`config.mk`:
```
export PLATFORM = sky130hd
export DESIGN_NAME = hue_depth_color_codec
export DESIGN_NICKNAME = d
export VERILOG_FILES = /design/src/hw/rtl/hdcc_pkg.sv /design/src/hw/rtl/hdcc_hue_ramp.sv /design/src/hw/rtl/hdcc_hue_detect.sv /design/src/hw/rtl/hue_depth_color_codec.sv
export SDC_FILE = /design/constraint.sdc
export NUM_CORES = 1
export LEC_CHECK = 0
export BUFFER_PORTS_ARGS = -buffer_cell sky130_fd_sc_hd__buf_2
export CORE_MARGIN = 3
export CORE_UTILIZATION = 55
export DETAILED_ROUTE_END_ITERATION = 6
export PLACE_DENSITY = 0.72
export REMOVE_ABC_BUFFERS = 1
export SYNTH_ARGS = -nofsm -noshare
export SYNTH_HDL_FRONTEND = slang
export SYNTH_SLANG_ARGS = --single-unit
```
`constraint.sdc`:
```
create_clock -name clk -period 7.2 [get_ports clk]
set_input_delay 0.36 -clock clk [delete_from_list [all_inputs] [get_ports clk]]
set_output_delay 0.36 -clock clk [all_outputs]
set_load 0.1 [all_outputs]
```
`src/hw/rtl/hdcc_pkg.sv`:
```
// Package for the hue depth color codec: hue index type and the fixed
// constants of the 1530-step hue wheel and the 16-bit depth scaling.
// No dependencies.
`timescale 1ns / 1ps
`default_nettype none

package hdcc_pkg;

	// Hue index on the wheel, 0 to 1529.
	typedef logic [10:0] hue_t;

	// Operation codes carried by the op field.
	localparam logic OP_ENCODE = 1'b0;
	localparam logic OP_DECODE = 1'b1;

	// Wheel geometry.
	localparam hue_t HUE_STEPS = 11'd1529;
	localparam hue_t SEG_1     = 11'd255;
	localparam hue_t SEG_2     = 11'd510;
	localparam hue_t SEG_3     = 11'd765;
	localparam hue_t SEG_4     = 11'd1020;
	localparam hue_t SEG_5     = 11'd1275;

	// Encode scaling: floor(depth*1529 + 32767) / 65535, width of the product.
	localparam int ENC_PROD_W = 27;
	localparam logic [ENC_PROD_W-1:0] ENC_MUL  = 27'd1529;
	localparam logic [ENC_PROD_W-1:0] ENC_BIAS = 27'd32767;
	localparam logic [16:0] DEPTH_MAX = 17'd65535;

	// Decode scaling: h*65535/1529 = 42*h + (1317*h)/1529, rounded.
	localparam int DEC_X_W = 21;
	localparam logic [15:0] DEC_WHOLE = 16'd42;
	localparam logic [DEC_X_W-1:0] DEC_FRAC = 21'd1317;
	localparam logic [DEC_X_W-1:0] DEC_BIAS = 21'd764;
	// ceil(2^32 / 1529); exact quotient for any numerator below 2^21.
	localparam int DEC_PROD_W = 43;
	localparam logic [DEC_PROD_W-1:0] DEC_RECIP = 43'd2809005;

	// Decode gives zero below this channel sum.
	localparam logic [9:0] DARK_LIMIT = 10'd255;

endpackage

`default_nettype wire

```
`src/hw/rtl/hdcc_hue_ramp.sv`:
```
// Hue ramp: maps a hue index to an RGB color on the six-segment wheel.
// Depends on hdcc_pkg.
`timescale 1ns / 1ps
`default_nettype none

module hdcc_hue_ramp (
	input  wire hdcc_pkg::hue_t hue,
	output logic [7:0]          red,
	output logic [7:0]          green,
	output logic [7:0]          blue
);
	import hdcc_pkg::*;

	hue_t red_w;
	hue_t green_w;
	hue_t blue_w;

	// Each channel is a plateau, a rising or falling ramp, or zero.
	always_comb begin
		if (hue <= SEG_1 || hue > SEG_5) begin
			red_w = SEG_1;
		end else if (hue <= SEG_2) begin
			red_w = SEG_2 - hue;
		end else if (hue <= SEG_4) begin
			red_w = '0;
		end else begin
			red_w = hue - SEG_4;
		end

		if (hue <= SEG_1) begin
			green_w = hue;
		end else if (hue <= SEG_3) begin
			green_w = SEG_1;
		end else if (hue <= SEG_4) begin
			green_w = SEG_4 - hue;
		end else begin
			green_w = '0;
		end

		if (hue <= SEG_2) begin
			blue_w = '0;
		end else if (hue <= SEG_3) begin
			blue_w = hue - SEG_2;
		end else if (hue <= SEG_5) begin
			blue_w = SEG_1;
		end else begin
			blue_w = HUE_STEPS - hue;
		end
	end

	assign red   = red_w[7:0];
	assign green = green_w[7:0];
	assign blue  = blue_w[7:0];

endmodule

`default_nettype wire

```
`src/hw/rtl/hdcc_hue_detect.sv`:
```
// Hue detection: picks the dominant channel of a color and forms its hue
// index, and flags colors too dark to decode. Depends on hdcc_pkg.
`timescale 1ns / 1ps
`default_nettype none

module hdcc_hue_detect (
	input  wire [7:0]            red,
	input  wire [7:0]            green,
	input  wire [7:0]            blue,
	output hdcc_pkg::hue_t       hue,
	output logic                 dark
);
	import hdcc_pkg::*;

	hue_t r_w;
	hue_t g_w;
	hue_t b_w;
	logic [9:0] sum_w;

	assign r_w = {3'b000, red};
	assign g_w = {3'b000, green};
	assign b_w = {3'b000, blue};

	// Channel sum for the dark test.
	assign sum_w = {2'b00, red} + {2'b00, green} + {2'b00, blue};
	assign dark  = (sum_w < DARK_LIMIT);

	// Red wins ties, then green; wrap-around in red's segment adds a turn.
	always_comb begin
		if (red >= green && red >= blue) begin
			if (green >= blue) begin
				hue = g_w - b_w;
			end else begin
				hue = HUE_STEPS + g_w - b_w;
			end
		end else if (green >= red && green >= blue) begin
			hue = SEG_2 + b_w - r_w;
		end else begin
			hue = SEG_4 + r_w - g_w;
		end
	end

endmodule

`default_nettype wire

```
`src/hw/rtl/hue_depth_color_codec.sv`:
```
// Top level of the hue depth color codec: four-stage pipeline with
// handshake control. Depends on hdcc_pkg, hdcc_hue_ramp and hdcc_hue_detect.
`timescale 1ns / 1ps
`default_nettype none

// Converts a 16-bit depth to a color on a 1530-step hue wheel (op = 0) or a
// color back to depth (op = 1). One transaction can enter on every clock
// cycle while in_ready is high; the pipeline has four register stages set
// by the scaling multiplies, and each stage fills a bubble on its own, so
// a stall at the output holds items without loss. Fields of the unused
// direction read as zero.
module hue_depth_color_codec (
	input  wire        clk,
	input  wire        arst_n,
	input  wire        in_valid,
	output logic       in_ready,
	input  wire        op,
	input  wire [15:0] depth,
	input  wire [7:0]  red,
	input  wire [7:0]  green,
	input  wire [7:0]  blue,
	output logic       out_valid,
	input  wire        out_ready,
	output logic [15:0] depth_out,
	output logic [7:0] red_out,
	output logic [7:0] green_out,
	output logic [7:0] blue_out
);
	import hdcc_pkg::*;

	// Stage valids and enables.
	logic v_s1, v_s2, v_s3, v_s4;
	logic en1, en2, en3, en4;

	// Stage 1: encode product, decode hue.
	logic                  op_s1;
	logic [ENC_PROD_W-1:0] m_s1;
	hue_t                  h_s1;
	logic                  dark_s1;

	// Stage 2: encode hue index, decode fraction numerator.
	logic               op_s2;
	hue_t               d_s2;
	logic [DEC_X_W-1:0] x_s2;
	logic [15:0]        base_s2;
	logic               dark_s2;

	// Stage 3: encode color, decode quotient.
	logic        op_s3;
	logic [7:0]  r_s3, g_s3, b_s3;
	hue_t        quo_s3;
	logic [15:0] base_s3;
	logic        dark_s3;

	// Stage 4: output register.
	logic [15:0] depth_s4;
	logic [7:0]  r_s4, g_s4, b_s4;

	hue_t                  h_w;
	logic                  dark_w;
	logic [ENC_PROD_W-1:0] m_w;
	hue_t                  q0_w;
	logic [16:0]           rsum_w;
	logic [7:0]            ramp_r_w, ramp_g_w, ramp_b_w;
	logic [DEC_PROD_W-1:0] prod_w;

	// Each stage moves when it is empty or the next one moves.
	assign en4      = !v_s4 || out_ready;
	assign en3      = !v_s3 || en4;
	assign en2      = !v_s2 || en3;
	assign en1      = !v_s1 || en2;
	assign in_ready = en1;

	always_ff @(posedge clk or negedge arst_n) begin
		if (!arst_n) begin
			v_s1 <= 1'b0;
			v_s2 <= 1'b0;
			v_s3 <= 1'b0;
			v_s4 <= 1'b0;
		end else begin
			if (en1) v_s1 <= in_valid;
			if (en2) v_s2 <= v_s1;
			if (en3) v_s3 <= v_s2;
			if (en4) v_s4 <= v_s3;
		end
	end

	// Stage 1 logic: depth times 1529 plus half a step, and hue detection.
	assign m_w = {11'd0, depth} * ENC_MUL + ENC_BIAS;

	hdcc_hue_detect u_detect (
		.red   (red),
		.green (green),
		.blue  (blue),
		.hue   (h_w),
		.dark  (dark_w)
	);

	always_ff @(posedge clk) begin
		if (en1 && in_valid) begin
			op_s1   <= op;
			m_s1    <= m_w;
			h_s1    <= h_w;
			dark_s1 <= dark_w;
		end
	end

	// Stage 2 logic: divide by 65535 as high half plus a one-step correction.
	assign q0_w   = m_s1[ENC_PROD_W-1:16];
	assign rsum_w = {6'd0, q0_w} + {1'b0, m_s1[15:0]};

	always_ff @(posedge clk) begin
		if (en2 && v_s1) begin
			op_s2   <= op_s1;
			d_s2    <= (rsum_w >= DEPTH_MAX) ? q0_w + 11'd1 : q0_w;
			x_s2    <= {10'd0, h_s1} * DEC_FRAC + DEC_BIAS;
			base_s2 <= {5'd0, h_s1} * DEC_WHOLE;
			dark_s2 <= dark_s1;
		end
	end

	// Stage 3 logic: hue ramp, and division by 1529 through its reciprocal.
	hdcc_hue_ramp u_ramp (
		.hue   (d_s2),
		.red   (ramp_r_w),
		.green (ramp_g_w),
		.blue  (ramp_b_w)
	);

	assign prod_w = {22'd0, x_s2} * DEC_RECIP;

	always_ff @(posedge clk) begin
		if (en3 && v_s2) begin
			op_s3   <= op_s2;
			r_s3    <= ramp_r_w;
			g_s3    <= ramp_g_w;
			b_s3    <= ramp_b_w;
			quo_s3  <= prod_w[DEC_PROD_W-1:32];
			base_s3 <= base_s2;
			dark_s3 <= dark_s2;
		end
	end

	// Stage 4 logic: final depth sum and zeroing of the unused direction.
	always_ff @(posedge clk) begin
		if (en4 && v_s3) begin
			if (op_s3 == OP_DECODE) begin
				depth_s4 <= dark_s3 ? 16'd0 : base_s3 + {5'd0, quo_s3};
				r_s4     <= 8'd0;
				g_s4     <= 8'd0;
				b_s4     <= 8'd0;
			end else begin
				depth_s4 <= 16'd0;
				r_s4     <= r_s3;
				g_s4     <= g_s3;
				b_s4     <= b_s3;
			end
		end
	end

	assign out_valid = v_s4;
	assign depth_out = depth_s4;
	assign red_out   = r_s4;
	assign green_out = g_s4;
	assign blue_out  = b_s4;

endmodule

`default_nettype wire

```
* Word-level counts from Yosys, hierarchy flattened
Index checks and enable logic that the tools add are counted.
Word-level totals: register bits 185, input port bits 45, output and inout port bits 42
Cells by class: add/subtract/negate cells 19, multipliers 4, order comparisons 12, mux-type cells 11, bitwise logic cells 1, reductions and logical operators 16
Operators by type and width (count):
- 8-bit two-way mux | 7
- 11-bit two-way mux | 4
- 21-bit by 22-bit multiplier with 43-bit output (second input constant) | 1
- 11-bit by 8-bit subtractor with 11-bit output | 3
- 8-bit greater-or-equal comparator | 4
- 27-bit by 15-bit adder with 27-bit output (second input constant) | 1
- 16-bit by 11-bit multiplier with 27-bit output (second input constant) | 1
- 8-bit subtractor (first input constant) | 3
- 11-bit by 10-bit <= comparator with 1-bit output (second input constant) | 2
- 21-bit by 10-bit adder with 21-bit output (second input constant) | 1
- 11-bit by 11-bit multiplier with 21-bit output (second input constant) | 1
- 11-bit by 16-bit adder with 17-bit output | 1
- 17-bit by 16-bit greater-or-equal comparator with 1-bit output (second input constant) | 1
- 16-bit by 11-bit adder with 16-bit output | 1
- 8-bit subtractor (second input constant) | 2
- 11-bit by 5-bit multiplier with 15-bit output (second input constant) | 1
- 10-bit by 8-bit adder with 11-bit output (first input constant) | 1
- 11-bit by 1-bit adder with 11-bit output (second input constant) | 1
- 11-bit by 8-bit adder with 11-bit output (first input constant) | 1
- 11-bit > comparator (second input constant) | 1
- 11-bit <= comparator (second input constant) | 1
- 11-bit by 8-bit <= comparator with 1-bit output (second input constant) | 1
- 11-bit by 9-bit <= comparator with 1-bit output (second input constant) | 1
- 10-bit by 8-bit adder with 10-bit output | 1
- other kinds (9) | 21

* Logic depth before layout (Yosys ltp)
Gate-level depths: netlist (run 1).
depth after elaboration 6, mapped depth 23, gate-level depth less buffers 23

* By module
From an unflattened synthesis (run 1), not the netlist that was laid out.
Second synthesis, totals: cell total of the unflattened synthesis 2435, area total of the unflattened synthesis 25468.2 um2
Modules (own cells, without submodules):
- hue_depth_color_codec | instances 1, cells each 1888, area each 21301.7 um2, seq. area each 5475.3 um2
- hdcc_hue_detect | instances 1, cells each 370, area each 2997.9 um2, seq. area each 0.0 um2
- hdcc_hue_ramp | instances 1, cells each 177, area each 1168.6 um2, seq. area each 0.0 um2

* Worst setup path before layout (run 1)
OpenSTA, ideal clock, no wires.
path type register -> register, start register x_s2[15], end register quo_s3[10] (data pin), arrival time 5.915 ns, data required time 6.940 ns, setup slack 1.025 ns, cell stages (with the launch flop) 20, buffers on the path 0, clock period less this slack 6.175 ns, path through edfxtp_1 > ha_1 > inv_1 > fa_1 > inv_1 > fa_1 > fa_1 > fa_1 > fa_1 > fa_1 > ha_1 > nand4_1 > nor3_1 > inv_1 > o2111ai_1 > nand2_1 > o31ai_1 > a211o_1 > a21oi_1 > xnor2_1
Between the ends: longest elaborated chain between the ends 1
RTL lines:
- start: declaration | line hue_depth_color_codec.sv:44 | logic [DEC_X_W-1:0] x_s2;
- start signal: assignment | line hue_depth_color_codec.sv:116 | x_s2 <= {10'd0, h_s1} * DEC_FRAC + DEC_BIAS;
- 21-bit by 22-bit multiplier with 43-bit output | line hue_depth_color_codec.sv:130 | assign prod_w = {22'd0, x_s2} * DEC_RECIP;
- via prod_w[42] | line hue_depth_color_codec.sv:65 | logic [DEC_PROD_W-1:0] prod_w;
- end signal: assignment | line hue_depth_color_codec.sv:138 | quo_s3 <= prod_w[DEC_PROD_W-1:32];
- end: declaration | line hue_depth_color_codec.sv:51 | hue_t quo_s3;
The timed path passes the listed nets, and every way through them passes these cells. A chain may end at the register's enable or synchronous reset.

* Final worst setup path (run 1)
start register x_s2[11], end register quo_s3[10] (data pin)
The elaborated chain is that of the path after synthesis.

==> results of run 1 <==
-- worst max-delay path, cell delays in order, from the launching register on --
cell and delay [ns]:
edfxtp_1 0.55, ha_1 0.30, inv_1 0.14, fa_1 0.61
inv_1 0.06, ha_1 0.26, fa_1 0.55, inv_1 0.06
fa_1 0.50, inv_1 0.07, fa_1 0.53, inv_1 0.05
fa_1 0.52, inv_1 0.04, ha_1 0.28, nand3_1 0.12
nor3_2 0.36, nand3_1 0.15, o2111ai_1 0.17, nand2_1 0.21
o31ai_1 0.48, a211o_1 0.25, a21oi_1 0.09, xnor2_1 0.12
-- worst max path at each step --
stage,cells past startpoint,startpoint,to
final,23,x_s2[11],quo_s3[10]
after global routing,23,x_s2[11],quo_s3[10]
after CTS,23,x_s2[11],quo_s3[10]
after detailed placement,23,x_s2[11],quo_s3[10]
after global placement,23,x_s2[11],quo_s3[10]
after floorplan,19,x_s2[15],quo_s3[10]
-- state kept, by name (all words and copies together) (netlist names), 8 cells and up --
register,flops
green_out,8
b_s3,8
g_s3,8
quo_s3,11
depth_out,16
base_s3,15
m_s1,27
blue_out,8
r_s3,8
h_s1,11
d_s2,11
base_s2,13
red_out,8
x_s2,21
-- per-stage QoR --
stage,instance area [um2],std cells,worst slack (ns)
detailed placement,25800,2999,0.348
CTS,26400,3032,0.308
floorplan,24500,2317,1.03
finish,26400,3032,0.460
global route,26400,3032,0.137
global placement,25800,2999,0.497
-- per-layer routing --
metal  part of all wire [%]  vias to the layer above
li1                       -                     7978
met1                     44                     8136
met2                     51                      293
met3                    3.0                       57
met4                    1.7                        0
met5                      0                        -
-- placed cells by master (no fill, tap or decap), types with 61 or more instances in the layout --
cell type  synthesis  layout
nor2_1            75      75
ha_1             450     450
nand2_1           61      61
xnor2_1           98      98
buf_2              1      86
edfxtp_1         179     179
inv_1            536     536
fa_1             299     299
a21oi_1          106     106
o21ai_0           70      70
-- kinds of logic (layout without fill, tap and decap cells) --
group | count (synthesis) | count (layout) | synth area share, %
buffers and inverters | 558 | 666 | 8.51
AO/OA/AOI/OAI | 357 | 357 | 9.46
multiplexers | 20 | 20 | 0.844
XOR/XNOR | 132 | 132 | 4.70
AND/OR/NAND/NOR | 340 | 340 | 7.06
adder cells (fa/ha/maj) | 749 | 749 | 47.2
flip-flops | 183 | 183 | 22.2
-- area by class of cell --
| class | instances | area (um2) | area share, % |
|---|---|---|---|
| Sequential cell | 183 | 5480 | 20.8 |
| Inverter | 536 | 2010 | 7.63 |
| Clock inverter | 14 | 124 | 0.470 |
| Timing Repair Buffer | 98 | 523 | 1.98 |
| Clock buffer | 18 | 429 | 1.63 |
| Tap cell | 585 | 732 | 2.78 |
| Multi-Input combinational cell | 1598 | 17100 | 64.7 |
-- repair_timing --
item | 4_1_cts | 5_1_grt
setup endpoints to repair | 0 | 2
hold buffers | 1 | 0
endpoints found under the hold margin | 4 | 0
gates resized for setup | 0 | 1
==> run summary, run 1 <==
Status: complete, no violations
DR WL/cell: 17.7 um
IO Count: 87
Final antenna-violating net count: 0
Port Buf Inserts: 86
Layout Utilization: 60.4%
Top post-synthesis cells by count: 536 x inv_1, 450 x ha_1, 299 x fa_1, 179 x edfxtp_1, 106 x a21oi_1
CP required: 7.38 ns
Synth area leader: fa_1
Share of cells above drive strength 1: 6.17%
First-pass GRT wire length: 89300 um
Crit end category: flip-flop
Measured slew at the worst slew-check pin: 1.14 ns
Met3 Use GR: 2.38%
Postcts setup bufs: 0
Placer Congestion: 0.926
EDFF count, synth: 179
Crit-path max FO: 5
FF+latch count, synth: 183
Via/cell ratio: 5.43
Ys Warns: 0
Initial Utilization: 56.4%
Worst hold start: op
M2 GR Usage: 42.2%
GRT overflow: 0
Tcrit/Tclk final: 93.6%
Class of the worst hold path: primary input to flip-flop
Chip Width: 218 um
H-tree depth: 4
Synth unique cells: 67
First-pass DRT Iterations: 5
Max Clk Rate: 148 MHz
Vias in the first global route: 17632
Die Height: 218 um
Skew-Pair Late Insertion Delay: 0.44 ns
Area growth, synth to finish: 7.07%
Setup_tns: 0 ns
Post-Syn Area: 24600 um2
Reg2Reg Depth: 23
Fin. Hold Viols: 0
Post-synthesis cell count: 2339
Die area: 47300 um2
Slew Limit Fails: 0
Hold_ws: 0.110 ns
RR Startpoint: x_s2[11]
Crit start category: flip-flop
Worst hold endpoint: op_s1
Ys flop type: edfxtp_1
Count leader, synth: inv_1
Total track usage: 23.7%
R2r setup slk: 0.46 ns
Hold depth: 1
Total CTS buffers: 17
TritonCTS clock tree: built
Top cells by area, synth: fa_1 24%, ha_1 23%, edfxtp_1 22%
GRT busiest layer: met2
Fillers: 3573
Hpwl dp: 46900 um
Via count: 16464
Core Rows: 76
Critical Path AT: 6.92 ns
Post-Syn Area per Cell: 10.5 um2
CTS Root Cell: clkbuf_16
Routed wire length: 53700 um
Largest net degree at the start of global routing: 53
Iter 0 DRT Violations: 998
GR Layer Usage met1: 31.6%
Critical path class: flip-flop to flip-flop
Clock Skews: 0.0167 ns
Clock Tree Buf Depth: 2
Residual DRC: 0
Nets: 3228
Setup-failing EPs final: 0
Initial antenna violation count: 2
Final min period: 6.74 ns
Part of the Yosys area used for sequential elements: 22.2%
Worst-path clk slew: 0.07 ns
N_diodes: 0
RR Endpoint: quo_s3[10]
Max_cap viols: 0
Placeable Area: 43600 um2
RSZ-0062 raised after global routing: false
Rel. slew slack: 24.1%
Top-area cell type share of the netlist area: 24.3%
Async set-or-reset flop fraction in the synthesized netlist: 2.19%
# clock sinks: 183
Power of run 1 is left out: the tool's default activity adds up to more than one toggle a clock period on the data nets, which glitch-free logic cannot reach.
==> run 2: changes to the inputs <==
CORE_UTILIZATION = 65   (was 55)
PLACE_DENSITY = 0.83   (was 0.72)
==> run 2 against run 1 <==
Compared with the run above: critical path depth fell by 4; count of clock-buffer cells in the layout shrank 1; via count is 1.3% higher; core utilization is 11 points higher; clock skew is 0.0031 ns lower; setup slack lost 0.067 ns; critical path type unchanged.
==> run summary, run 2 (synthesis gave the netlist of run 1 again) <==
Area growth, synth to finish: 6.91%
Class of the worst hold path: primary input to flip-flop
First-pass DRT Iterations: 5
CP peak stage delay: 0.62 ns
Total CTS buffers: 17
Layout Utilization: 71.2%
Die area: 40200 um2
Rel. slew slack: 29.9%
CP bufs+invs: 3
Routed wire length: 54400 um
Die Height: 201 um
H-tree depth: 4
Crit-path max FO: 5
Critical path depth: 19
Total track usage: 27.9%
N_diodes: 0
# clock sinks: 183
Largest net degree at the start of global routing: 53
Via/cell ratio: 5.65
Commonest non-fill, non-tap cell in the layout: inv_1
Crit start category: flip-flop
Residual DRC: 0
Setup-failing EPs final: 0
Slowest CP cell: fa_1
IO Count: 87
RR Endpoint: quo_s3[10]
Nets: 3230
Final min period: 6.81 ns
Placer Congestion: 0.960
Worst hold endpoint: op_s1
Slew Limit Fails: 0
Clock Skews: 0.0136 ns
Measured slew at the worst slew-check pin: 1.05 ns
Placeable Area: 37000 um2
Final worst setup slack: 0.393 ns
Crit end category: flip-flop
Top delay family on crit path: adder cells
Core Rows: 70
TritonCTS clock tree: built
Initial antenna violation count: 0
Port Buf Inserts: 86
Critical path class: flip-flop to flip-flop
Worst hold start: op
Share of cells above drive strength 1: 6.49%
Status: complete, no violations
Max reg flops: 27
Vias in the first global route: 17940
Fin. Hold Viols: 0
Chip Width: 201 um
Postcts setup bufs: 0
Most used cell, CP: fa_1
Critical Path AT: 6.99 ns
DR WL/cell: 18.4 um
Largest Register: m_s1
Crit path cell chain: ha_2, inv_1, fa_1, inv_1, fa_1, fa_1, fa_1, fa_1, fa_1, ha_1, nand4_1, nor3_1, inv_1, o2111ai_1, nand2_1, o31ai_2, a211o_1, a21oi_1, xnor2_1
Iter 0 DRT Violations: 1080
Reg2Reg Depth: 19
CP required: 7.39 ns
Tcrit/Tclk final: 94.5%
Initial Utilization: 66.6%
GRT overflow: 0
CTS Root Cell: clkbuf_16
Hold_ws: 0.104 ns
Skew-Pair Late Insertion Delay: 0.44 ns
Clock Tree Buf Depth: 2
Hold depth: 1
Max Clk Rate: 147 MHz
Final antenna-violating net count: 0
Setup_tns: 0 ns
Max_cap viols: 0
DP Worst Slack: 0.212 ns
RR Startpoint: x_s2[15]
Via count: 16674
Worst-path clk slew: 0.08 ns
Most frequent cells in the layout: 536 x inv_1, 449 x ha_1, 299 x fa_1
R2r setup slk: 0.39 ns
RSZ-0062 raised after global routing: false
Hpwl dp: 46400 um
First-pass GRT wire length: 90800 um
## run 2: cell count changes in the layout (fill, tap and decap cells not counted), moves of 2 or more
cell	change
buf_4	+2
inv_12	+2
clkinv_1	-4
clkinv_4	-2
inv_8	+3
clkinv_8	+2
## run 2: repair_timing
item,4_1_cts,5_1_grt
setup endpoints to repair,0,3
hold buffers,1,0
gates resized for setup,0,2
endpoints found under the hold margin,4,0
## run 2: area by class of cell
cell class              instances  area (um2)
clock buffers                  17         425
fillers                      2666       10600
repair buffers                100         538
inverters                     536        2010
multi-input cells            1598       17100
well taps                     504         631
flip-flops and latches        183        5480
clock inverters                15         171
## run 2: how the worst max path moves through the flow
stage,slack [ns],endpoint,start
after detailed placement,0.21,quo_s3[10],x_s2[15]
final,0.39,quo_s3[10],x_s2[15]
after floorplan,1.03,quo_s3[10],x_s2[15]
after global placement,0.37,quo_s3[10],x_s2[15]
after global routing,0.07,quo_s3[10],x_s2[15]
after CTS,0.15,quo_s3[10],x_s2[15]
## run 2: through the flow
| stage | instance area [um2] | instances |
|---|---|---|
| after floorplan | 24500 | 2317 |
| after global placement | 25700 | 2920 |
| after detailed placement | 25700 | 2920 |
| after CTS | 26300 | 2953 |
| after global routing | 26300 | 2953 |
| final | 26300 | 2953 |
## run 2: routing by layer
| metal | vias up | wire (um) | global-route usage (%) |
|---|---|---|---|
| met2 | 442 | 27300 | 49.0 |
| met3 | 100 | 2500 | 3.76 |
| li1 | 7979 | - | - |
| met4 | 0 | 1600 | 7.75 |
| met5 | - | 0 | 0 |
| met1 | 8153 | 23000 | 36.7 |
## run 2: worst register-to-register path: cells and delay by family, from the launching register on
family                     cells  cell delay [ns]
xor gates and xnor gates       1             0.13
DFF                            1             0.51
and+or+nand+nor                3             0.58
AOI/OAI and AO/OA              4             1.12
buffers and inverters          3             0.30
adders and majority gates      8             3.91
Power of run 2 is left out for the same reason.
